==> config.mk <==
export PLATFORM = sky130hd
export DESIGN_NAME = irpd_out_reg
export DESIGN_NICKNAME = d
export VERILOG_FILES = /design/src/design/irpd_pkg.sv /design/src/design/irpd_out_reg.sv
export SDC_FILE = /design/constraint.sdc
export NUM_CORES = 1
export LEC_CHECK = 0
export BUFFER_PORTS_ARGS = -buffer_cell sky130_fd_sc_hd__buf_2
export CORE_MARGIN = 5
export CORE_UTILIZATION = 38
export CTS_CLUSTER_DIAMETER = 30
export CTS_CLUSTER_SIZE = 24
export DETAILED_ROUTE_END_ITERATION = 10
export GPL_ROUTABILITY_DRIVEN = 0
export GPL_TIMING_DRIVEN = 0
export PLACE_DENSITY = 0.78
export SLEW_MARGIN = 20
export SYNTH_ARGS = -nofsm -noshare
export SYNTH_HDL_FRONTEND = slang
export SYNTH_SLANG_ARGS = --single-unit
==> constraint.sdc <==
create_clock -name i_clk -period 1.3 [get_ports i_clk]
set_input_delay 0.13 -clock i_clk [delete_from_list [all_inputs] [get_ports i_clk]]
set_output_delay 0.13 -clock i_clk [all_outputs]
set_load 0.03 [all_outputs]
==> src/design/irpd_pkg.sv <==
// Shared types, constants and codes for the IR remote pulse decoder.
package irpd_pkg;

    // Frame layout
    localparam int FRAME_BITS       = 16;
    localparam int PAUSE_AFTER_BITS = 8;
    localparam int CNT_W            = $clog2(FRAME_BITS + 1);
    localparam int WORD_W           = 16;
    localparam int TS_W             = 32;

    // Configuration port
    localparam int CFG_W     = 16;
    localparam int CFG_IDX_W = 2;

    localparam logic [CFG_W-1:0] HDR_MIN_RESET = CFG_W'(8000);
    localparam logic [CFG_W-1:0] HDR_MAX_RESET = CFG_W'(9000);
    localparam logic [CFG_W-1:0] ONE_THR_RESET = CFG_W'(650);

    typedef enum logic [CFG_IDX_W-1:0] {
        CFG_HDR_MIN = 2'd0,
        CFG_HDR_MAX = 2'd1,
        CFG_ONE_THR = 2'd2
    } t_cfg_idx;

    // Item modes
    localparam logic MODE_EDGE  = 1'b0;
    localparam logic MODE_CLEAR = 1'b1;

    // Decoder phases
    typedef enum logic [2:0] {
        PH_IDLE       = 3'd0,
        PH_HDR_LOW    = 3'd1,
        PH_HDR_HIGH   = 3'd2,
        PH_BIT_LOW    = 3'd3,
        PH_BIT_HIGH   = 3'd4,
        PH_PAUSE_LOW  = 3'd5,
        PH_PAUSE_HIGH = 3'd6
    } t_phase;

    typedef struct packed {
        logic            mode;
        logic            line_level;
        logic [TS_W-1:0] timestamp_us;
    } t_in_item;

    typedef struct packed {
        logic              frame_valid;
        logic [WORD_W-1:0] frame_word;
    } t_out_item;

    // Decoder settings as held in the register bank
    typedef struct packed {
        logic [CFG_W-1:0] header_min_us;
        logic [CFG_W-1:0] header_max_us;
        logic [CFG_W-1:0] one_threshold_us;
    } t_cfg;

    // Decoder status for checking
    typedef struct packed {
        t_phase           phase;
        logic [CNT_W-1:0] bit_count;
        logic             valid_flag;
    } t_fsm_status;

endpackage

==> src/design/irpd_out_reg.sv <==
// Result register driving the output channel.
module irpd_out_reg
    import irpd_pkg::*;
(
    input  logic      i_clk,
    input  logic      i_rst_n,
    input  logic      i_load,
    input  t_out_item i_result,
    input  logic      i_ready,
    output logic      o_free,
    output logic      o_valid,
    output t_out_item o_item
);

    logic      r_valid;
    t_out_item r_item;

    // Can take a new result when empty or being drained
    assign o_free = !r_valid || i_ready;

    always_ff @(posedge i_clk) begin
        if (!i_rst_n) begin
            r_valid <= 1'b0;
        end else if (o_free) begin
            r_valid <= i_load;
        end
    end

    always_ff @(posedge i_clk) begin
        if (o_free && i_load) begin
            r_item <= i_result;
        end
    end

    assign o_valid = r_valid;
    assign o_item  = r_item;

endmodule

==> run summary <==
setup repair after global routing missed its margin -> false
H-tree depth -> 1
Worst-Margin Slew -> 0.219 ns
number of core rows -> 14
Final min period -> 1.03 ns
final count of hold timing violations -> 0
Multi-input gate area -> 33.8 um2
first-pass GRT wire length -> 1.74 mm
total clock sinks -> 18
Setup-failing EPs final -> 0
non-filler cells, final -> 94
DR iter-0 viols -> 10
Hold Crit Class -> primary input to register
Crit Path Class -> register to primary output
clock-pin slew on the worst setup and hold paths -> 0.09 ns
largest net degree at the start of global routing -> 18
Final Cycle Share -> 79.4%
Max FO, Critical Path -> 3
initial core utilization -> 39.1%
clk_skew -> 0.00394 ns
origin of the critical flop-to-flop path -> o_valid$_SDFFE_PN0P_
Routed WL -> 1.21 mm
layout cells sized above 1 -> 57.7%
vias post-DR -> 403
Synth async-reset ratio -> 0%
Final #Nets -> 100
WP data arrival -> 0.90 ns
Post-synth EDFFs -> 17
port buffer count -> 39
crit end category -> primary output
CTS Hold Bufs -> 0
CTS Buffer Depth -> 2
Worst-Skew Late Latency -> 0.28 ns
Pwr Density -> 1200 nW/um2
Worst setup SP type -> register
Netlist Area Pre-Place -> 568 um2
Placement Setup Slack -> 0.291 ns
Via-to-Cell Ratio -> 4.29
DRC viols -> 0
Root Driver -> clkbuf_4
Syn-to-layout area delta -> 65.4%
register area -> 531 um2
Hold Slack -> 0.0245 ns
initial antenna violation count -> 0
# fillers -> 105
Max-Cap Viols -> 0
ys flop type -> edfxtp_1
fin worst setup slack -> 0.268 ns
#FFs+latches synth -> 18
post-synth top area share -> 89.9%
post-DR wirelength/cell -> 12.8 um
number of global-route vias before repair -> 379
Yosys Warn Count -> 0
Area contributors post-synth -> edfxtp_1 90%, dfxtp_1 3.5%, nand2b_4 2.4%
placed instance count -> 77
Die Ht -> 48.7 um
first-pass iteration count of the detailed router -> 2
die area -> 2370 um2
most common cell in the synthesized netlist -> edfxtp_1
# resized after CTS -> 0
Critical Path RT -> 1.17 ns
average cell area after synthesis -> 25.8 um2
CP Launch Point -> o_valid$_SDFFE_PN0P_
register area share after synthesis -> 93.4%
Mapped Cells -> 22
GRT Util Overall -> 10.1%
min-delay src -> i_result[2]
status -> complete, no violations
worst vdd ir -> 0.000775 V
Final Max Tran Viols -> 0
Leak -> 0.416 nW
Syn Nets -> 43
io pins -> 40
setup bufs post-CTS -> 0
Ant. Diodes -> 0
ANT nets after route -> 0
achievable clock frequency -> 0.969 GHz
Yosys top cell by area -> edfxtp_1
CTS tree -> built
DIE WIDTH -> 48.7 um
Synth cell types -> 6
Rel. slew slack -> 85.4%
total CTS buffers -> 3
total grt overflow -> 0
Total Neg Setup Slack -> 0 ns
core area -> 1450 um2
==> state kept, by name (all words and copies together) (netlist names) <==
| signal | count |
|---|---|
| o_item | 17 |
| o_valid | 1 |
==> metal layers <==
metal	vias to the layer above	share of wire, %	wire length, um	GRT usage (%)
li1	194	-	-	-
met1	170	44	527	12.8
met2	37	35	428	10.9
met3	2	19	235	7.36
met4	0	1.2	14	8.07
met5	-	0	0	0
==> placed cells by master (no fill, tap or decap) <==
| master | n |
|---|---|
| edfxtp_1 | 17 |
| inv_1 | 1 |
| nand2b_4 | 1 |
| clkinv_1 | 1 |
| buf_2 | 39 |
| dlygate4sd3_1 | 13 |
| clkbuf_4 | 3 |
| and2_4 | 1 |
| dfxtp_1 | 1 |
| a21boi_2 | 1 |
==> per-stage QoR <==
| step | utilization, % | instance area [um2] | power, mW |
|---|---|---|---|
| after floorplan | - | 568 | 0.787 |
| after global placement | 53.9 | 783 | 0.846 |
| after detailed placement | 53.9 | 783 | 0.852 |
| after CTS | 55.7 | 810 | 1.12 |
| after global routing | 64.6 | 940 | 1.19 |
| final | 64.6 | 940 | 1.13 |
==> final timing paths <==
path                          end  slack, ns  cells past startpoint
min           o_item[2]$_DFFE_PP_       0.02                      1
min reg2reg  o_valid$_SDFFE_PN0P_       0.50                      2
max                        o_free       0.27                      2
max reg2reg   o_item[3]$_DFFE_PP_       0.30                      2
==> report_power, final <==
| group | internal, mW | leakage, nW | switching (mW) |
|---|---|---|---|
| sequential | 0.673 | 0.173 | 0.00898 |
| clock | 0.111 | 0.0154 | 0.151 |
| combinational | 0.0753 | 0.228 | 0.108 |
==> logic make-up after synthesis <==
group	after synthesis	share of synthesized area [%]
DFF	18	93.4
and+or+nand+nor	2	3.96
AOI/OAI and AO/OA	1	1.98
buffers and inverters	1	0.660
==> area by class of cell <==
cell class | count | share of cell area [%]
Clock buffer | 3 | 2.40
Clock inverter | 1 | 0.399
Inverter | 1 | 0.399
Multi-Input combinational cell | 3 | 3.60
Sequential cell | 18 | 56.5
Tap cell | 16 | 2.13
Timing Repair Buffer | 52 | 34.6
==> critical path: stages (launching register included) <==
cell and delay, ns:
dfxtp_1 0.38, nand2b_4 0.07, buf_2 0.17
Power figures use the tool's default switching activity.
