$ cat src/design/irpd_pkg.sv
// Shared types, constants and codes for the IR remote pulse decoder.
package irpd_pkg;

    // Frame layout
    localparam int FRAME_BITS       = 16;
    localparam int PAUSE_AFTER_BITS = 8;
    localparam int CNT_W            = $clog2(FRAME_BITS + 1);
    localparam int WORD_W           = 16;
    localparam int TS_W             = 32;

    // Configuration port
    localparam int CFG_W     = 16;
    localparam int CFG_IDX_W = 2;

    localparam logic [CFG_W-1:0] HDR_MIN_RESET = CFG_W'(8000);
    localparam logic [CFG_W-1:0] HDR_MAX_RESET = CFG_W'(9000);
    localparam logic [CFG_W-1:0] ONE_THR_RESET = CFG_W'(650);

    typedef enum logic [CFG_IDX_W-1:0] {
        CFG_HDR_MIN = 2'd0,
        CFG_HDR_MAX = 2'd1,
        CFG_ONE_THR = 2'd2
    } t_cfg_idx;

    // Item modes
    localparam logic MODE_EDGE  = 1'b0;
    localparam logic MODE_CLEAR = 1'b1;

    // Decoder phases
    typedef enum logic [2:0] {
        PH_IDLE       = 3'd0,
        PH_HDR_LOW    = 3'd1,
        PH_HDR_HIGH   = 3'd2,
        PH_BIT_LOW    = 3'd3,
        PH_BIT_HIGH   = 3'd4,
        PH_PAUSE_LOW  = 3'd5,
        PH_PAUSE_HIGH = 3'd6
    } t_phase;

    typedef struct packed {
        logic            mode;
        logic            line_level;
        logic [TS_W-1:0] timestamp_us;
    } t_in_item;

    typedef struct packed {
        logic              frame_valid;
        logic [WORD_W-1:0] frame_word;
    } t_out_item;

    // Decoder settings as held in the register bank
    typedef struct packed {
        logic [CFG_W-1:0] header_min_us;
        logic [CFG_W-1:0] header_max_us;
        logic [CFG_W-1:0] one_threshold_us;
    } t_cfg;

    // Decoder status for checking
    typedef struct packed {
        t_phase           phase;
        logic [CNT_W-1:0] bit_count;
        logic             valid_flag;
    } t_fsm_status;

endpackage

$ cat src/design/irpd_cfg_regs.sv
// Configuration register bank for the IR remote pulse decoder.
module irpd_cfg_regs
    import irpd_pkg::*;
(
    input  logic                 i_clk,
    input  logic                 i_rst_n,
    input  logic                 i_we,
    input  logic [CFG_IDX_W-1:0] i_idx,
    input  logic [CFG_W-1:0]     i_data,
    output t_cfg                 o_cfg
);

    t_cfg r_cfg;

    // Register writes; indexes past the list are dropped
    always_ff @(posedge i_clk) begin
        if (!i_rst_n) begin
            r_cfg.header_min_us    <= HDR_MIN_RESET;
            r_cfg.header_max_us    <= HDR_MAX_RESET;
            r_cfg.one_threshold_us <= ONE_THR_RESET;
        end else if (i_we) begin
            case (i_idx)
                CFG_HDR_MIN: r_cfg.header_min_us    <= i_data;
                CFG_HDR_MAX: r_cfg.header_max_us    <= i_data;
                CFG_ONE_THR: r_cfg.one_threshold_us <= i_data;
                default:     ;
            endcase
        end
    end

    assign o_cfg = r_cfg;

endmodule

$ cat config.mk
export PLATFORM = sky130hd
export DESIGN_NAME = irpd_cfg_regs
export DESIGN_NICKNAME = d
export VERILOG_FILES = /design/src/design/irpd_pkg.sv /design/src/design/irpd_cfg_regs.sv
export SDC_FILE = /design/constraint.sdc
export NUM_CORES = 1
export LEC_CHECK = 0
export BUFFER_PORTS_ARGS = -buffer_cell sky130_fd_sc_hd__clkbuf_2
export CORE_MARGIN = 2
export CORE_UTILIZATION = 40
export DETAILED_ROUTE_END_ITERATION = 10
export GPL_ROUTABILITY_DRIVEN = 0
export GPL_TIMING_DRIVEN = 1
export PLACE_DENSITY = 0.69
export RECOVER_POWER = 100
export SYNTH_ARGS = -nofsm -noshare
export SYNTH_HDL_FRONTEND = slang
export SYNTH_SLANG_ARGS = --single-unit
$ cat constraint.sdc
create_clock -name i_clk -period 0.8 [get_ports i_clk]
set_input_delay 0.08 -clock i_clk [delete_from_list [all_inputs] [get_ports i_clk]]
set_output_delay 0.08 -clock i_clk [all_outputs]
set_load 0.03 [all_outputs]
==> results.cfg <==
[cells_and_area]
drive_gt1_share_pct = 55.94
final_core_utilization_pct = 68.11
fin_cells = 353
areaGrowthSynthToFinish_pct = 64.81
nets = 306
final_area_um2 = 3217
diodes = 0
largest_reg_flops = 48

[synthesis]
async_flop_share_pct = 0
synth-compound-area-share_pct = 3.077
yosys-top-cells-count = dfxtp_1, nand2_1, mux2i_1
ys_seq_area_share_pct = 49.23
synth_top_family_by_area = multiplexers
synth_area_leader_cell = dfxtp_1
synthXorXnorAreaFrac_pct = 0
synth_cells = 191
synth_nets = 212
syn_avg_cell_area_um2 = 10.22
netlist_area_um2 = 1952
synth_top_area_share_pct = 49.23
synth-simple-area-share_pct = 19.49
synth_edf_count = 0
synthTopCellsByArea = dfxtp_1, mux2i_1, nand2_1
ys_warn_count = 0
synth_cell_types = 16
synth-adder-area-share_pct = 0
ys.flop_type = dfxtp_1
muxShareOfSynthArea_pct = 20.51
ys_seq_elements = 48

[pwr]
power_mw = 5.004
cellLeakagePower_nw = 1.503
ir_worst_vdd_uv = 880.3
powerDensity_nw_per_um2 = 1555

[placement]
hpwl_um = 2984
numPortBuffers = 68
place_inst = 327
placed_area_um2 = 2452
dpl_worst_slack_ns = -0.1954

[floorplanning]
core_area_um2 = 4723
initial_core_util_pct = 41.32
std_cell_rows = 25
die-area_um2 = 5455
die_h_um = 73.86
dieWidth_um = 73.86
ios = 69

[routing]
ant_nets = 0
drc_errors = 0
routedWlPerCell_um = 13.83
vias = 1666
vias_per_cell = 4.720
drtIter0Drc = 46
firstDrtPassIters = 4
routed_wl_um = 4881

[global_routing]
globalRouteTotalUtil_pct = 19.13
grt_max_degree = 29
grt_pass1_vias = 1648
grt-ovfl-total = 0
grt_pass1_wl_um = 7783
grt_antenna_before_repair = 0

[timing]
tightest_slew_ns = 0.3503
rsz0062_at_grt = yes
slew_headroom_pct = 76.65
fin_crit_sh_pct = 108.0
finalMaxSlewViolations = 0
layout_setup_ws_ns = -0.06393
max_freq_mhz = 1158
period_minus_slack_ns = 0.8639
hold_violations = 0
skew_ns = 0
finalSetupViolations = 49

[hold_path]
holdPathEnd = o_cfg[8]$_SDFFE_PN0P_
holdPathStages = 3
min-delay-start = i_data[8]
hold_class = in -> reg

[setup_path]
cp_max_fo = 2
timing.rr.start = o_cfg[12]$_SDFFE_PN0P_
path_class = reg -> out
rr_endpoint = o_cfg[12]$_SDFFE_PN0P_
crit_family = flip-flops
max_stage_delay_ns = 0.36
end_kind = output pin
path_cells = buf_8
cp-start-kind = register
slowest_stage = dfxtp_2
worst-r2r-cell-count = 4
cp.required_ns = 0.72
r2r_setup_slack_ns = -0.04
worstPathArrival_ns = 0.78
path_buf_inv = 1

[status]
violations = negative setup slack
status = finished, violations left

[clocking]
clock_sinks = 48
cts_inserted_buffers = 5
clockRootBuffer = clkbuf_8
cts_tree = yes
clk_latency_ns = 0.29
clkTransAtPathRegs_ns = 0.08
htreeDepth = 2
clockBufferDepth = 2

[job]
max_cap_viol_count = 0
[per-layer routing]
layer	track usage (%)	vias to the layer above	routed length [um]	part of all wire, %
met5	0	-	0	0
met4	9.091	0	158	3.2
met3	5.350	14	248	5.1
li1	-	822	-	-
met2	33.23	57	2521	52
met1	21.43	773	1952	40
[worst max path at each step]
stage,startpoint,endpoint,slack (ns),cells after the start
final,o_cfg[0]$_SDFFE_PN0P_,o_cfg[0],-0.06,1
after global routing,o_cfg[37]$_SDFFE_PN0P_,o_cfg[37],-0.1,1
after CTS,o_cfg[35]$_SDFFE_PN0P_,o_cfg[35],-0.09,1
after detailed placement,i_idx[1],o_cfg[39]$_SDFFE_PN0P_,-0.20,4
after global placement,i_idx[1],o_cfg[34]$_SDFFE_PN0P_,-0.12,4
after floorplan,i_idx[1],o_cfg[34]$_SDFFE_PN0P_,0.02,4
[cells in the final DEF, fill, tap and decap left out]
cell,count
buf_12,4
clkbuf_1,4
mux2i_1,40
nor3b_4,1
dlygate4sd3_1,1
nand2_2,3
and3b_1,2
inv_1,8
clkbuf_8,6
nor2b_2,1
nand4bb_1,4
nor2b_1,9
nand3b_1,1
buf_6,1
nand2_1,45
nand4b_1,4
nand3b_4,1
buf_8,48
buf_4,28
dfxtp_2,48
clkbuf_2,19
o211ai_1,8
[logic make-up after synthesis]
| logic type | Yosys count |
|---|---|
| DFF | 48 |
| AOI/OAI and AO/OA | 8 |
| buffers and inverters | 24 |
| muxes | 40 |
| and+or+nand+nor | 71 |
[what timing repair did]
item | CTS | global route
hold buffers | 1 | 0
hold endpoints to repair | 1 | 0
resized for setup | 144 | 53
setup buffers | 7 | 11
setup endpoints to repair | 48 | 50
[layout make-up]
class | instances | area, um^2
Fill cell | 350 | 1506
Timing Repair Buffer | 103 | 1135
Sequential cell | 48 | 1021
Multi-Input combinational cell | 119 | 857.1
Clock buffer | 8 | 90.09
Tap cell | 67 | 83.83
Inverter | 8 | 30.03
[metrics by stage]
step / TNS, ns / hold slack [ns]
CTS: -3.554 / 0.03724
floorplan: 0 / 0.2221
global placement: -4.828 / 0.3373
finish: -2.408 / 0.03576
global route: -4.071 / 0.05995
detailed placement: -5.625 / 0.3379
[report_power, final]
group / total [mW] / internal, mW / switching, mW
Combinational: 0.945 / 0.489 / 0.457
Clock: 1.48 / 0.706 / 0.773
Sequential: 2.58 / 2.50 / 0.0819
Total: 5.00 / 3.69 / 1.31
Power figures use the tool's default switching activity.
