**src/design/irpd_pkg.sv**
```systemverilog
// Shared types, constants and codes for the IR remote pulse decoder.
package irpd_pkg;

    // Frame layout
    localparam int FRAME_BITS       = 16;
    localparam int PAUSE_AFTER_BITS = 8;
    localparam int CNT_W            = $clog2(FRAME_BITS + 1);
    localparam int WORD_W           = 16;
    localparam int TS_W             = 32;

    // Configuration port
    localparam int CFG_W     = 16;
    localparam int CFG_IDX_W = 2;

    localparam logic [CFG_W-1:0] HDR_MIN_RESET = CFG_W'(8000);
    localparam logic [CFG_W-1:0] HDR_MAX_RESET = CFG_W'(9000);
    localparam logic [CFG_W-1:0] ONE_THR_RESET = CFG_W'(650);

    typedef enum logic [CFG_IDX_W-1:0] {
        CFG_HDR_MIN = 2'd0,
        CFG_HDR_MAX = 2'd1,
        CFG_ONE_THR = 2'd2
    } t_cfg_idx;

    // Item modes
    localparam logic MODE_EDGE  = 1'b0;
    localparam logic MODE_CLEAR = 1'b1;

    // Decoder phases
    typedef enum logic [2:0] {
        PH_IDLE       = 3'd0,
        PH_HDR_LOW    = 3'd1,
        PH_HDR_HIGH   = 3'd2,
        PH_BIT_LOW    = 3'd3,
        PH_BIT_HIGH   = 3'd4,
        PH_PAUSE_LOW  = 3'd5,
        PH_PAUSE_HIGH = 3'd6
    } t_phase;

    typedef struct packed {
        logic            mode;
        logic            line_level;
        logic [TS_W-1:0] timestamp_us;
    } t_in_item;

    typedef struct packed {
        logic              frame_valid;
        logic [WORD_W-1:0] frame_word;
    } t_out_item;

    // Decoder settings as held in the register bank
    typedef struct packed {
        logic [CFG_W-1:0] header_min_us;
        logic [CFG_W-1:0] header_max_us;
        logic [CFG_W-1:0] one_threshold_us;
    } t_cfg;

    // Decoder status for checking
    typedef struct packed {
        t_phase           phase;
        logic [CNT_W-1:0] bit_count;
        logic             valid_flag;
    } t_fsm_status;

endpackage

```
**src/design/irpd_fsm.sv**
```systemverilog
// Pulse timing state machine: phase, bit count, shift word, flag, reference time.
module irpd_fsm
    import irpd_pkg::*;
(
    input  logic        i_clk,
    input  logic        i_rst_n,
    input  logic        i_step,
    input  t_in_item    i_item,
    input  t_cfg        i_cfg,
    output t_out_item   o_result,
    output t_fsm_status o_status
);

    t_phase                r_phase, n_phase;
    logic [CNT_W-1:0]      r_cnt, n_cnt;
    logic [FRAME_BITS-1:0] r_word, n_word;
    logic                  r_vflag, n_vflag;
    logic [TS_W-1:0]       r_ref, n_ref;

    logic [TS_W-1:0]  elapsed;
    logic [CNT_W-1:0] cnt_inc;
    logic             lvl;
    logic             hdr_ok;
    logic             bit_val;

    assign lvl     = i_item.line_level;
    assign elapsed = i_item.timestamp_us - r_ref;
    assign cnt_inc = r_cnt + CNT_W'(1);
    assign hdr_ok  = (elapsed > TS_W'(i_cfg.header_min_us))
                  && (elapsed < TS_W'(i_cfg.header_max_us));
    assign bit_val = (elapsed >= TS_W'(i_cfg.one_threshold_us));

    // State registers
    always_ff @(posedge i_clk) begin
        if (!i_rst_n) begin
            r_phase <= PH_IDLE;
            r_cnt   <= '0;
            r_word  <= '0;
            r_vflag <= 1'b0;
            r_ref   <= '0;
        end else if (i_step) begin
            r_phase <= n_phase;
            r_cnt   <= n_cnt;
            r_word  <= n_word;
            r_vflag <= n_vflag;
            r_ref   <= n_ref;
        end
    end

    // Next state
    always_comb begin
        logic err;
        err     = 1'b0;
        n_phase = r_phase;
        n_cnt   = r_cnt;
        n_word  = r_word;
        n_vflag = r_vflag;
        n_ref   = r_ref;

        if (i_item.mode == MODE_CLEAR) begin
            n_vflag = 1'b0;
        end else if (!r_vflag) begin
            unique case (r_phase)
                PH_IDLE: begin
                    if (!lvl) begin
                        n_phase = PH_HDR_LOW;
                        n_ref   = i_item.timestamp_us;
                    end else begin
                        err = 1'b1;
                    end
                end
                PH_HDR_LOW: begin
                    if (lvl && hdr_ok) n_phase = PH_HDR_HIGH;
                    else               err = 1'b1;
                end
                PH_HDR_HIGH: begin
                    if (!lvl) n_phase = PH_BIT_LOW;
                    else      err = 1'b1;
                end
                PH_BIT_LOW: begin
                    if (lvl) begin
                        n_phase = PH_BIT_HIGH;
                        n_ref   = i_item.timestamp_us;
                    end else begin
                        err = 1'b1;
                    end
                end
                PH_BIT_HIGH: begin
                    if (!lvl) begin
                        n_word = {r_word[FRAME_BITS-2:0], bit_val};
                        n_cnt  = cnt_inc;
                        if (cnt_inc == CNT_W'(PAUSE_AFTER_BITS)) begin
                            n_phase = PH_PAUSE_LOW;
                        end else if (cnt_inc >= CNT_W'(FRAME_BITS)) begin
                            n_phase = PH_IDLE;
                            n_vflag = 1'b1;
                            n_cnt   = '0;
                        end else begin
                            n_phase = PH_BIT_LOW;
                        end
                    end else begin
                        err = 1'b1;
                    end
                end
                PH_PAUSE_LOW: begin
                    if (lvl) n_phase = PH_PAUSE_HIGH;
                    else     err = 1'b1;
                end
                PH_PAUSE_HIGH: begin
                    if (!lvl) n_phase = PH_BIT_LOW;
                    else      err = 1'b1;
                end
                default: err = 1'b1;
            endcase
            // Unexpected level or bad header: drop the partial frame
            if (err) begin
                n_phase = PH_IDLE;
                n_cnt   = '0;
                n_word  = '0;
            end
        end
    end

    // Result reflects the state after this request
    assign o_result.frame_valid = n_vflag;
    assign o_result.frame_word  = WORD_W'(n_word);

    assign o_status.phase      = r_phase;
    assign o_status.bit_count  = r_cnt;
    assign o_status.valid_flag = r_vflag;

endmodule

```
**config.mk**
```make
export PLATFORM = sky130hd
export DESIGN_NAME = irpd_fsm
export DESIGN_NICKNAME = d
export VERILOG_FILES = /design/src/design/irpd_pkg.sv /design/src/design/irpd_fsm.sv
export SDC_FILE = /design/constraint.sdc
export NUM_CORES = 1
export LEC_CHECK = 0
export BUFFER_PORTS_ARGS = -buffer_cell sky130_fd_sc_hd__buf_2
export CORE_MARGIN = 3
export CORE_UTILIZATION = 45
export DETAILED_ROUTE_END_ITERATION = 7
export GPL_TIMING_DRIVEN = 0
export PLACE_DENSITY = 0.69
export SLEW_MARGIN = 20
export SYNTH_ARGS = -nofsm -noshare
export SYNTH_HDL_FRONTEND = slang
export SYNTH_SLANG_ARGS = --single-unit
```
**constraint.sdc**
```tcl
create_clock -name i_clk -period 16.75 [get_ports i_clk]
set_clock_uncertainty 0.15 [all_clocks]
set_input_delay 5.025 -clock i_clk [delete_from_list [all_inputs] [get_ports i_clk]]
set_output_delay 5.025 -clock i_clk [all_outputs]
set_load 0.01 [all_outputs]
```
==> metrics.csv <==
stage;metric;value;unit
run_status;outcome;finished clean;
clocking;postCtsResizedCells;0;
synth;syn-instance-count;848;
synth;ys_seq_area_share;18.9;%
critical_path;critPathArrivalTime;9420;ps
detailed_routing;drc_errors;0;
global_route;antenna_found_initial;3;
synth;synth_largest_area_cell;dfxtp_1;
cells_and_area;final_common_cell;nand2_1;
clocking;htree_levels;3;
clocking;ctsHoldBuffers;0;
synth;synth_area_leaders;dfxtp_1, ha_1, nand2_1;
detailed_routing;ant_nets;0;
synth;syn_avg_cell_area;7.10;um^2
detailed_routing;vias_per_cell;5.42;
detailed_routing;drtPass1Iterations;5;
critical_path;crit_path_end_kind;output pin;
synth;synth_fp_nets;1013;
detailed_routing;drt_iter0_drc;357;
pwr;powerDensity;69.1;nW/um^2
synth;synth_area;6020;um^2
flow_run;drv_cap;0;
critical_path;worstPathRequired;11570;ps
clocking;clockBufferDepth;2;
synth;synth_flop_cell;dfxtp_1;
critical_path;cp_max_fo;10;
detailed_routing;finalWirelength;16800;um
timing;maxSlewHeadroom;58.4;%
timing;worst_pin_slew;623;ps
placed_design;port_buffers;109;
cells_and_area;area_growth;18.0;%
critical_path;crit_path_cell_trace;buf_2, inv_1, ha_1, fa_1, nand2b_1, a21oi_2, o21ai_1, nor2b_1, nor3_1, nor2_1, xnor2_1, ha_1, a21o_1, a211oi_1, o211ai_1, nor3b_1, o21ai_0, nor4_2, a21oi_2, buf_6, o21ai_1, buf_2;
synth;synth_seq_cells;57;
floorplanning;core-area;12900;um^2
synth;synth_top_area_share;18.9;%
critical_path;start_kind;input port;
global_route;grt_pass1_wl;27900;um
clocking;cts_made_buffers;9;
global_route;grt_usage;23.0;%
global_route;grt_overflow;0;
cells_and_area;most-common-layout-cells;nand2_1, buf_2, inv_1;
cells_and_area;drive_gt1_share;16.0;%
clocking;cts.clk_slew.worst_paths;50;ps
clocking;root_buffer;clkbuf_16;
critical_path;max_stage_delay;410;ps
timing;hold_viol;0;
timing;rsz0062_at_grt;no;
global_route;grt_pass1_vias;5873;
global_route;grt_max_degree;11;
clocking;post-cts-setup-buffers;0;
cells_and_area;fin_util;55.2;%
critical_path;slowest_stage;fa_1;
synth;synth_warnings;0;
placed_design;place.gp.congestion;0.974;
critical_path;crit_type;in -> out;
synth;synth_edf_count;0;
timing;fin_crit;14590;ps
timing;final_max_slew_viol_count;0;
floorplanning;fp-row-count;41;
timing;setup_viol;0;
floorplanning;start_util;46.8;%
floorplanning;ios;111;
cells_and_area;nets;1133;
timing;finalCritPeriodShare;87.1;%
detailed_routing;drt-wirelength-per-cell;14.6;um
synth;yosysUniqueCellTypes;64;
timing;fmax;68.5;MHz
cells_and_area;layout.cells.non_filler;1146;
placed_design;place_inst;1129;
synth;async_flop_share;0;%
floorplanning;chipHeight;122;um
pwr;vdd_drop_max;0.0000555;V
placed_design;dp_hpwl;13600;um
clocking;clock-sinks;57;
detailed_routing;via_count;6213;
clocking;clock_latency;330;ps
clocking;cts_tree;built;
pwr;p_leak;3.10;nW
floorplanning;die-area;14800;um^2
floorplanning;die_w;122;um
min_path;hold_path_class;reg -> reg;
timing;fin_tns_setup;0;ps
area by class of cell:
class / instances / area [um^2]
Sequential cell: 57 / 1140
Buffer: 35 / 176
Clock inverter: 5 / 80.1
Fill cell: 1306 / 5770
Inverter: 104 / 390
Multi-Input combinational cell: 652 / 4320
Antenna cell: 2 / 5.00
Timing Repair Buffer: 109 / 546
Clock buffer: 10 / 239
Tap cell: 172 / 215
metal layers:
metal | vias up | part of all wire (%) | GRT usage (%)
met3 | 20 | 5.3 | 4.64
met1 | 2790 | 47 | 31.4
met2 | 147 | 46 | 37.3
met4 | 2 | 1.6 | 5.60
met5 | - | 0.078 | 0
li1 | 3254 | - | -
through the flow:
stage / instance area, um^2 / total power, W / setup slack, ps / hold slack (ps)
after floorplan: 6020 / 0.000253 / 3250 / 293
after global placement: 6790 / 0.000296 / 2160 / 300
after detailed placement: 6790 / 0.000297 / 2190 / 308
after CTS: 7100 / 0.000495 / 2180 / 314
after global routing: 7110 / 0.000524 / 1760 / 326
final: 7110 / 0.000492 / 2160 / 311
synth_stat cells, types with 8 or more instances:
master     instances
xnor2_1           10
o211ai_1          11
a21oi_1           47
nor3_1             9
nor2_1            52
a211oi_1          11
a21o_1            14
ha_1              79
o21ai_1           47
a22oi_1           18
nand3_1           17
xor2_1            10
dfxtp_1           57
a2bb2oi_1         16
nand2_1          130
inv_1            104
o21ai_0           33
nand2b_1          10
a21boi_0          37
clkbuf_1          19
a21oi_2            8
and3_1             8
nand4_1           13
cells by family after synthesis:
logic type / synth area share [%]
AO/OA/AOI/OAI: 31.3
AND/OR/NAND/NOR: 20.2
XOR/XNOR: 2.91
multiplexers: 0.498
flip-flops: 18.9
buffers and inverters: 9.41
adder cells (fa/ha/maj): 16.7
path summary, 6_finish.rpt:
check             slack (ps)  startpoint     endpoint  cells past startpoint
hold / removal           310    r_ref[3]     r_ref[3]                      2
hold reg to reg          310    r_ref[3]     r_ref[3]                      2
setup / recovery        2160   i_item[0]  o_result[2]                     22
setup reg to reg       12160    r_ref[0]     r_cnt[0]                     19
critical path, delay by kind of cell:
family          cells  cell delay, ps
buf+inv             4             490
simple gates        6            1270
xor+xnor            1             310
compound gates      8            1390
fa+ha+maj           3             920
sequential cells by signal, summed over array words and instances, names as in the netlist:
signal / count
r_cnt: 5
r_ref: 32
r_word: 16
r_vflag: 1
r_phase: 3
report_power, final:
part	internal (W)	leakage, nW	switching (W)
Combinational	0.0000633	2.49	0.0000930
Sequential	0.000138	0.461	0.00000133
Clock	0.000133	0.151	0.0000627
Note: power is estimated with default switching activity, not from simulation.
