`config.mk`:
```
export PLATFORM = sky130hd
export DESIGN_NAME = irpd_in_stage
export DESIGN_NICKNAME = d
export VERILOG_FILES = /design/src/design/irpd_pkg.sv /design/src/design/irpd_in_stage.sv
export SDC_FILE = /design/constraint.sdc
export NUM_CORES = 1
export LEC_CHECK = 0
export ABC_AREA = 0
export BUFFER_PORTS_ARGS = -buffer_cell sky130_fd_sc_hd__buf_2
export CORE_MARGIN = 2
export CORE_UTILIZATION = 36
export CTS_CLUSTER_SIZE = 10
export DETAILED_ROUTE_END_ITERATION = 6
export PLACE_DENSITY = 0.74
export SLEW_MARGIN = 5
export SYNTH_ARGS = -nofsm -noshare
export SYNTH_HDL_FRONTEND = slang
export SYNTH_SLANG_ARGS = --single-unit
```
`constraint.sdc`:
```
create_clock -name i_clk -period 1 [get_ports i_clk]
set_input_delay 0 -clock i_clk [delete_from_list [all_inputs] [get_ports i_clk]]
set_output_delay 0 -clock i_clk [all_outputs]
set_load 0.02 [all_outputs]
```
`src/design/irpd_pkg.sv`:
```
// Shared types, constants and codes for the IR remote pulse decoder.
package irpd_pkg;

    // Frame layout
    localparam int FRAME_BITS       = 16;
    localparam int PAUSE_AFTER_BITS = 8;
    localparam int CNT_W            = $clog2(FRAME_BITS + 1);
    localparam int WORD_W           = 16;
    localparam int TS_W             = 32;

    // Configuration port
    localparam int CFG_W     = 16;
    localparam int CFG_IDX_W = 2;

    localparam logic [CFG_W-1:0] HDR_MIN_RESET = CFG_W'(8000);
    localparam logic [CFG_W-1:0] HDR_MAX_RESET = CFG_W'(9000);
    localparam logic [CFG_W-1:0] ONE_THR_RESET = CFG_W'(650);

    typedef enum logic [CFG_IDX_W-1:0] {
        CFG_HDR_MIN = 2'd0,
        CFG_HDR_MAX = 2'd1,
        CFG_ONE_THR = 2'd2
    } t_cfg_idx;

    // Item modes
    localparam logic MODE_EDGE  = 1'b0;
    localparam logic MODE_CLEAR = 1'b1;

    // Decoder phases
    typedef enum logic [2:0] {
        PH_IDLE       = 3'd0,
        PH_HDR_LOW    = 3'd1,
        PH_HDR_HIGH   = 3'd2,
        PH_BIT_LOW    = 3'd3,
        PH_BIT_HIGH   = 3'd4,
        PH_PAUSE_LOW  = 3'd5,
        PH_PAUSE_HIGH = 3'd6
    } t_phase;

    typedef struct packed {
        logic            mode;
        logic            line_level;
        logic [TS_W-1:0] timestamp_us;
    } t_in_item;

    typedef struct packed {
        logic              frame_valid;
        logic [WORD_W-1:0] frame_word;
    } t_out_item;

    // Decoder settings as held in the register bank
    typedef struct packed {
        logic [CFG_W-1:0] header_min_us;
        logic [CFG_W-1:0] header_max_us;
        logic [CFG_W-1:0] one_threshold_us;
    } t_cfg;

    // Decoder status for checking
    typedef struct packed {
        t_phase           phase;
        logic [CNT_W-1:0] bit_count;
        logic             valid_flag;
    } t_fsm_status;

endpackage

```
`src/design/irpd_in_stage.sv`:
```
// Input register stage: captures one request per cycle while the held request can advance.
module irpd_in_stage
    import irpd_pkg::*;
(
    input  logic     i_clk,
    input  logic     i_rst_n,
    input  logic     i_valid,
    output logic     o_ready,
    input  t_in_item i_item,
    input  logic     i_advance,
    output logic     o_valid,
    output t_in_item o_item
);

    logic     r_valid;
    t_in_item r_item;

    // Free when empty or when the held request moves on this cycle
    assign o_ready = !r_valid || i_advance;

    always_ff @(posedge i_clk) begin
        if (!i_rst_n) begin
            r_valid <= 1'b0;
        end else if (o_ready) begin
            r_valid <= i_valid;
        end
    end

    // Payload needs no reset
    always_ff @(posedge i_clk) begin
        if (o_ready && i_valid) begin
            r_item <= i_item;
        end
    end

    assign o_valid = r_valid;
    assign o_item  = r_item;

endmodule

```
==> results of run 1 <==
==> repair_timing <==
action                                  4_1_cts  5_1_grt
gates resized for setup                       2        0
buffers inserted                              1        0
hold buffers                                 36        0
endpoints found under the hold margin        35        0
endpoints found under the setup margin       34       35
==> final cells by class <==
class                   instances  area, µm²  area share
flip-flops and latches         35       1040       0.532
repair buffers                114        795       0.404
clock buffers                   6       41.3      0.0210
well taps                      31       38.8      0.0197
multi-input cells               3       33.8      0.0172
clock inverters                 2       8.76     0.00446
inverters                       1       3.75     0.00191
==> final timing paths <==
path         startpoint  cells past startpoint         end
max             o_valid                      3  o_item[31]
min           i_advance                      4     o_valid
max reg2reg     o_valid                      3  o_item[31]
min reg2reg     o_valid                      3     o_valid
==> registers in the layout, summed over array words and instances (netlist names) <==
signal / count
o_valid: 1
o_item: 34
==> cells in the final DEF (no fill, tap or decap), drive strengths merged <==
| master | count |
|---|---|
| buf | 78 |
| dlygate4sd3 | 36 |
| edfxtp | 34 |
| clkbuf | 6 |
| clkinv | 2 |
| nand2b | 1 |
| inv | 1 |
| a21boi | 1 |
| and2 | 1 |
| dfxtp | 1 |
==> metal layers <==
metal  routed length [µm]  vias up  global-route usage
met5                    0        -                   0
met4                   70        0              0.0877
met3                  373        8              0.0923
met2                 1340       55               0.276
met1                 1050      383               0.201
li1                     -      396                   -
==> kinds of logic after synthesis <==
family          synth area share
buf+inv                  0.00348
simple gates              0.0209
compound gates            0.0104
flops                      0.965
==> worst max-delay path, stage by stage (launching register included) <==
cell,delay [ns]
dfxtp_4,0.36
nand2b_4,0.06
and2_4,0.18
buf_12,0.15
==> power groups by stage <==
stage          registers [µW]  logic (µW)  clock network [µW]
2_1_floorplan            1870        39.0                   0
3_3_place_gp             1760         331                   0
3_5_place_dp             1760         340                   0
4_1_cts                  1730         453                 693
5_1_grt                  1740         490                 752
6_report                 1730         461                 685
==> metrics by stage <==
step                area [µm²]   util  total power (µW)  hold slack, ns
floorplan                 1080      -              1910          0.0989
global placement          1540  0.550              2090           0.176
detailed placement        1540  0.550              2100           0.178
CTS                       1970  0.701              2880          0.0533
global route              1970  0.701              2980          0.0468
finish                    1970  0.701              2880          0.0443
==> flow_summary_export.csv, run 1 <==
group,metric,value,unit
routing,ant_nets,0,
routing,wire_per_inst,14.7,µm
synth,yosysMostFrequentCell,"edfxtp_1",
synth,synth_top_cell_by_area,"edfxtp_1",
sta,tns,-1.26,ns
min_path,worstHoldPathType,"in2reg",
synth,yosys_warnings,0,
status,status,"finished with violations",
synth,seq_area_frac_synth,0.965,
power_and_ir_drop,ir_worst_vdd,1.06,mV
power_and_ir_drop,powerDensity,1460,mW/mm²
cells_and_area,stdcell_count,192,
cts,clk_latency,0.33,ns
cts,clk_pin_slew,0.10,ns
floorplanning,core_region_area,0.00281,mm²
sta,max_freq,948,MHz
cts,cts.sinks,35,
cells_and_area,drive_gt1_frac,0.547,
global_route,overflow,0,
power_and_ir_drop,p_switching,670,µW
critical_path,end_kind,"flop",
routing,via_per_inst,4.39,
cts,cts-root-buf,"clkbuf_4",
synth,synth_top_area_frac,0.947,
status,violations,"design-rule violations, negative setup slack",
routing,drt_pass1_iterations,6,
critical_path,crit_type,"reg2reg",
power_and_ir_drop,power.internal,2210,µW
sta,period_minus_slack,1.06,ns
global_route,grt_max_degree,15,
synth,netlist_top_cells_area,"edfxtp_1 95%, dfxtp_1 1.9%, nand2b_4 1.3%",
floorplanning,start_util,0.384,
power_and_ir_drop,clock_power_share,0.238,
sta,worst_slew_pin_slew,0.136,ns
cts,tritoncts,"yes",
place,numPortBuffers,73,
place,place.gp.congestion,0.686,
floorplanning,dieArea,0.00345,mm²
floorplanning,fp-row-count,19,
synth,synth_top_flop_cell,"edfxtp_1",
sta,finalSetupViolations,34,
routing,wl,2830,µm
cells_and_area,syn2layout_area_growth,82.3,%
sta,grt_setup_unrepaired,"true",
floorplanning,die_h,58.7,µm
global_route,grt_pass1_wl,4250,µm
critical_path,reg2reg_setup_slack,-0.06,ns
floorplanning,die_w,58.7,µm
synth,syn_inst,39,
critical_path,startpoint_type,"flop",
floorplanning,io_pins,74,
critical_path,crit_fanout,14,
sta,fin_skew,0.0160,ns
power_and_ir_drop,leakage,0.000861,µW
place,dp.cells,147,
synth,ys_ff_latch,35,
sta,slew_violations,0,
synth,synth.avg_cell_area,27.7,µm²
power_and_ir_drop,seqPwrFrac,0.601,
cts,cts_buffers,5,
routing,vias,842,
sta,period_share,1.06,
sta,slew_headroom,0.910,
global_route,antenna_found_initial,0,
global_route,grt_pass1_vias,909,
cts,htreeDepth,2,
power_and_ir_drop,p_sw_frac,0.233,
synth,ys_async_sr_fraction,0,
run,max_cap_violations,0,
critical_path,crit_arrival,1.09,ns
critical_path,required,1.03,ns
cells_and_area,fin_nets,198,
synth,synth.distinct_cells,6,
global_route,grt_use_total,0.178,
cells_and_area,n_fill_cell,185,
place,hpwlAfterDp,1590,µm
cts,clk_path_buf_depth,2,
synth,syn_area,0.00108,mm²
synth,synth_edf_count,34,
power_and_ir_drop,comb_power_share,0.160,
sta,finalHoldViolations,0,
cells_and_area,antenna_cells,0,
place,pre_cts_slack,-0.0284,ns
routing,drt-initial-drc-count,28,
synth,syn-num-nets,77,
routing,post-route-drc-count,3,
sta,setup_slack,-0.0551,ns
(Power assumes the default switching activity.)
==> run 2: changes to the inputs <==
- CAP_MARGIN: default -> 40
- PLACE_DENSITY: 0.74 -> 0.85
==> flow_summary_export.csv, run 2 (same netlist as run 1, synthesis figures left out) <==
group,metric,value,unit
cells_and_area,antenna_cells,0,
global_route,grt_pass1_vias,849,
critical_path,critPathTopFamily,"flip-flops",
floorplanning,start_util,0.384,
power_and_ir_drop,comb_power_share,0.157,
floorplanning,core_region_area,0.00281,mm²
sta,finalHoldViolations,0,
cells_and_area,syn2layout_area_growth,81.1,%
cells_and_area,n_fill_cell,187,
status,violations,"design-rule violations, negative setup slack",
place,numPortBuffers,73,
power_and_ir_drop,p_switching,683,µW
sta,fin_skew,0.00673,ns
critical_path,crit_arrival,1.09,ns
cts,tritoncts,"yes",
sta,finalSetupViolations,35,
place,dp.cells,146,
place,place.gp.congestion,0.649,
critical_path,cpPeakStageDelay,0.37,ns
cts,cts.sinks,35,
run,max_cap_violations,0,
sta,worst_slew_pin_slew,0.110,ns
power_and_ir_drop,power.internal,2190,µW
floorplanning,fp-row-count,19,
cells_and_area,stdcell_count,190,
cts,htreeDepth,2,
critical_path,crit_slowest_cell,"dfxtp_4",
cts,postCtsSetupBuffers,0,
status,status,"finished with violations",
routing,via_per_inst,4.31,
floorplanning,die_h,58.7,µm
critical_path,end_kind,"flop",
floorplanning,io_pins,74,
global_route,grt_max_degree,22,
floorplanning,die_w,58.7,µm
cts,clk_latency,0.33,ns
routing,post-route-drc-count,4,
cells_and_area,seq_area,0.00104,mm²
place,hpwlAfterDp,1570,µm
sta,grt_setup_unrepaired,"true",
critical_path,startpoint_type,"flop",
cells_and_area,mostFrequentLayoutCells,"72 x buf_2, 36 x dlygate4sd3_1, 34 x edfxtp_1",
cts,cts_buffers,5,
sta,max_freq,961,MHz
power_and_ir_drop,p_sw_frac,0.237,
cells_and_area,drive_gt1_frac,0.541,
power_and_ir_drop,leakage,0.000848,µW
power_and_ir_drop,powerDensity,1470,mW/mm²
floorplanning,dieArea,0.00345,mm²
cells_and_area,final_common_cell,"buf_2",
routing,drt-initial-drc-count,23,
cts,cts-root-buf,"clkbuf_4",
critical_path,crit_fanout,21,
critical_path,required,1.05,ns
min_path,worstHoldPathType,"in2reg",
power_and_ir_drop,ir_worst_vdd,1.28,mV
sta,slew_headroom,0.927,
cells_and_area,multi_input_area,33.8,µm²
place,pre_cts_slack,-0.0238,ns
routing,drt_pass1_iterations,7,
routing,wl,2700,µm
routing,vias,818,
cells_and_area,fin_nets,196,
power_and_ir_drop,seqPwrFrac,0.601,
critical_path,path_cells,"nand2b_4 -> and2_4 -> buf_12",
critical_path,crit_type,"reg2reg",
global_route,grt_pass1_wl,3950,µm
global_route,overflow,0,
cts,clk_path_buf_depth,2,
cells_and_area,largest_reg_flops,34,
global_route,grt_use_total,0.169,
critical_path,path_buf_inv,1,
sta,period_share,1.04,
sta,period_minus_slack,1.04,ns
power_and_ir_drop,clock_power_share,0.242,
global_route,antenna_found_initial,0,
sta,slew_violations,0,
routing,wire_per_inst,14.2,µm
routing,ant_nets,0,
cts,clk_pin_slew,0.10,ns
sta,setup_slack,-0.0406,ns
==> run 2: changes by cell type in the layout (fill, tap and decap cells not counted), sizes merged <==
| cell | before | now |
|---|---|---|
| clkbuf | 6 | 5 |
| buf | 78 | 76 |
| clkinvlp | 0 | 1 |
==> run 2: worst min-delay path: cells and delay by family <==
kind | cells | cell delay [ns]
AO/OA/AOI/OAI | 1 | 0.05
AND/OR/NAND/NOR | 1 | 0.11
buffers and inverters | 2 | 0.19
==> run 2: path summary, 6_finish.rpt <==
kind	start	to	slack, ns	depth (start not counted)
max	o_valid	o_item[23]	-0.04	3
min reg2reg	o_valid	o_valid	0.63	3
min	i_advance	o_valid	0.05	4
max reg2reg	o_valid	o_item[23]	-0.04	3
==> run 2: power groups by stage <==
stage / logic, µW / registers (µW) / clock network (µW)
6_report: 450 / 1730 / 697
3_5_place_dp: 334 / 1760 / 0
3_3_place_gp: 328 / 1760 / 0
5_1_grt: 478 / 1740 / 776
2_1_floorplan: 39.0 / 1870 / 0
4_1_cts: 444 / 1730 / 718
==> run 2: through the flow <==
step	instance area (µm²)	utilization	hold WS (ns)	total power (µW)	TNS [ns]
3_3_place_gp	1530	0.547	0.177	2090	-0.266
3_5_place_dp	1530	0.547	0.178	2100	-0.493
6_report	1950	0.696	0.0499	2880	-0.977
4_1_cts	1950	0.696	0.0279	2890	-0.684
5_1_grt	1950	0.696	0.0371	2990	-1.88
2_1_floorplan	1080	-	0.0989	1910	-6.01
==> run 2: what timing repair did <==
item / in CTS / in global routing
endpoints found under the setup margin: 35 / 35
hold endpoints to repair: 35 / 0
hold buffers: 36 / 0
pin swaps: 0 / 0
resized for setup: 2 / 0
==> run 2: metal layers <==
| metal | global-route usage | wire [µm] |
|---|---|---|
| met5 | 0 | 0 |
| met1 | 0.188 | 1020 |
| met2 | 0.256 | 1270 |
| met4 | 0.0682 | 23 |
| met3 | 0.114 | 398 |
==> run 2: area by class of cell <==
type                    instances  share of cell area
clock buffers                   5              0.0192
clock inverters                 3             0.00769
inverters                       1             0.00192
multi-input cells               3              0.0173
flip-flops and latches         35               0.535
well taps                      31              0.0199
repair buffers                112               0.399
==> run 3: changes to the inputs <==
- ABC_AREA: 0 -> 1
- CORE_UTILIZATION: 36 -> 42
- PLACE_DENSITY: 0.85 -> 0.92
- clock period: 1 -> 1.3 ns (I/O delays scaled with it)
==> flow_summary_export.csv, run 3 <==
group,metric,value,unit
cts,postCtsSetupBuffers,0,
global_route,grt_use_total,0.219,
run,max_cap_violations,0,
place,hpwlAfterDp,1430,µm
sta,grt_setup_unrepaired,"false",
routing,via_per_inst,4.52,
place,numPortBuffers,73,
synth,synth.distinct_cells,7,
critical_path,cpPeakStageDelay,0.57,ns
sta,finalHoldViolations,0,
critical_path,r2r-end,"o_valid",
critical_path,reg2reg_setup_slack,0.09,ns
power_and_ir_drop,clock_power_share,0.310,
critical_path,crit_type,"reg2reg",
routing,post-route-drc-count,0,
floorplanning,start_util,0.437,
cells_and_area,fin_nets,197,
sta,worst_slew_pin_slew,0.162,ns
cells_and_area,design_area,0.00196,mm²
floorplanning,die_w,54.5,µm
cells_and_area,largest_reg_flops,34,
place,dpl-instance-area,0.00152,mm²
synth,synth_top_flop_cell,"edfxtp_1",
synth,yosys-top-cells-count,"34 x edfxtp_1, 2 x inv_1",
critical_path,path_cells,"nand2_2 -> a21oi_2 -> dlygate4sd3_1",
critical_path,path_buf_inv,1,
place,pre_cts_slack,0.251,ns
synth,syn_area,0.00107,mm²
routing,wire_per_inst,15.4,µm
cells_and_area,antenna_cells,0,
critical_path,cp.depth,3,
critical_path,crit_arrival,1.48,ns
sta,fin_skew,0.0164,ns
place,place.gp.congestion,0.655,
cts,cts.sinks,35,
sta,period_minus_slack,1.21,ns
routing,drt_pass1_iterations,4,
routing,wl,2920,µm
synth,syn_inst,41,
synth,synth_top_area_frac,0.952,
cts,clk_latency,0.33,ns
routing,drt-initial-drc-count,16,
critical_path,crit_fanout,3,
synth,netlist_top_cells_area,"edfxtp_1 95%, dfxtp_1 1.9%, a21oi_2 0.82%",
power_and_ir_drop,power.internal,1880,µW
routing,ant_nets,0,
critical_path,required,1.57,ns
cts,cts_buffers,5,
global_route,grt_pass1_vias,924,
floorplanning,dieArea,0.00297,mm²
critical_path,crit_slowest_cell,"dlygate4sd3_1",
sta,finalSetupViolations,0,
synth,synth_edf_count,34,
cells_and_area,drive_gt1_frac,0.550,
synth,yosys_warnings,0,
sta,setup_slack,0.0934,ns
sta,slew_headroom,0.892,
power_and_ir_drop,leakage,0.000857,µW
critical_path,reg2regPathDepth,3,
sta,slew_violations,0,
floorplanning,fp-row-count,18,
global_route,overflow,0,
cells_and_area,seq_area,0.00104,mm²
floorplanning,die_h,54.5,µm
power_and_ir_drop,comb_power_share,0.140,
synth,ys_async_sr_fraction,0,
power_and_ir_drop,ir_worst_vdd,1.17,mV
power_and_ir_drop,powerDensity,1240,mW/mm²
global_route,grt_pass1_wl,4030,µm
cells_and_area,mostFrequentLayoutCells,"73 x buf_2, 36 x dlygate4sd3_1, 34 x edfxtp_1",
cts,tritoncts,"yes",
cts,clk_path_buf_depth,2,
cells_and_area,final_common_cell,"buf_2",
cts,cts-root-buf,"clkbuf_4",
synth,synth_top_cell_by_area,"edfxtp_1",
critical_path,cp-startpoint,"o_valid",
min_path,worstHoldPathType,"in2reg",
synth,syn-num-nets,79,
floorplanning,core_region_area,0.00245,mm²
cells_and_area,multi_input_area,31.3,µm²
synth,ys_ff_latch,35,
global_route,grt_max_degree,22,
sta,hold-worst-slack,0.249,ns
synth,synth.avg_cell_area,26.2,µm²
sta,period_share,0.928,
critical_path,startpoint_type,"flop",
cells_and_area,syn2layout_area_growth,82.7,%
global_route,antenna_found_initial,0,
critical_path,worstSetupEndpoint,"o_valid",
cts,clk_pin_slew,0.11,ns
cells_and_area,n_fill_cell,136,
power_and_ir_drop,seqPwrFrac,0.550,
critical_path,r2r_start,"o_valid",
sta,max_freq,829,MHz
routing,vias,858,
cts,htreeDepth,2,
critical_path,critPathTopFamily,"buffers and inverters",
critical_path,end_kind,"flop",
synth,seq_area_frac_synth,0.971,
status,status,"finished, final reports clean",
floorplanning,io_pins,74,
power_and_ir_drop,p_sw_frac,0.223,
synth,yosysMostFrequentCell,"edfxtp_1",
power_and_ir_drop,p_switching,541,µW
==> run 3: power by group through the flow <==
| stage | combinational (µW) | clock (µW) | sequential [µW] |
|---|---|---|---|
| floorplan | 30.8 | 0 | 1440 |
| global placement | 242 | 0 | 1350 |
| detailed placement | 248 | 0 | 1360 |
| CTS | 330 | 767 | 1330 |
| global route | 362 | 809 | 1340 |
| finish | 340 | 752 | 1330 |
==> run 3: cell type report <==
class	count	area share
flip-flops and latches	35	0.533
repair buffers	111	0.384
clock inverters	3	0.0223
clock buffers	5	0.0192
well taps	30	0.0192
multi-input cells	3	0.0160
inverters	3	0.00575
==> run 3: logic make-up (layout without fill, tap and decap cells) <==
kind of cell           Yosys count  count (layout)  share of synthesized area
AOI/OAI and AO/OA                2               2                     0.0128
buffers and inverters            3             122                     0.0105
DFF                             35              35                      0.971
and+or+nand+nor                  1               1                    0.00584
==> run 3: worst min path at each step <==
stage               start  slack (ns)  depth (start not counted)    endpoint
2_1_floorplan   i_item[0]         0.1                          0   o_item[0]
3_3_place_gp   i_item[13]        0.18                          1  o_item[13]
3_5_place_dp   i_item[24]        0.18                          1  o_item[24]
4_1_cts         i_advance        0.24                          4  o_item[29]
5_1_grt         i_advance        0.24                          4  o_item[24]
6_report        i_advance        0.25                          4  o_item[29]
==> run 3: worst register-to-register path, delay by kind of cell, from the launching register on <==
family | cells | cell delay, ns
DFF | 1 | 0.39
AOI/OAI and AO/OA | 1 | 0.12
buffers and inverters | 1 | 0.57
and+or+nand+nor | 1 | 0.07
==> run 3: layer usage <==
layer  up-vias  track usage  wire length (µm)
met1       390        0.206               979
met3         8       0.0874               330
met2        64        0.384              1540
met4         0        0.150                65
met5         -            0                 0
li1        396            -                 -
==> run 3: timing repair <==
action                                 4_1_cts  5_1_grt
resized for setup                            0        0
endpoints found under the hold margin       35        0
hold buffers                                36        0
==> run 3: stage by stage <==
stage               setup TNS [ns]  instances  utilization  total power [µW]
floorplan                    -2.87         41            -              1470
global placement                 0        146        0.618              1600
detailed placement               0        146        0.618              1600
CTS                              0        190        0.798              2430
global route                     0        190        0.798              2510
finish                           0        190        0.798              2430
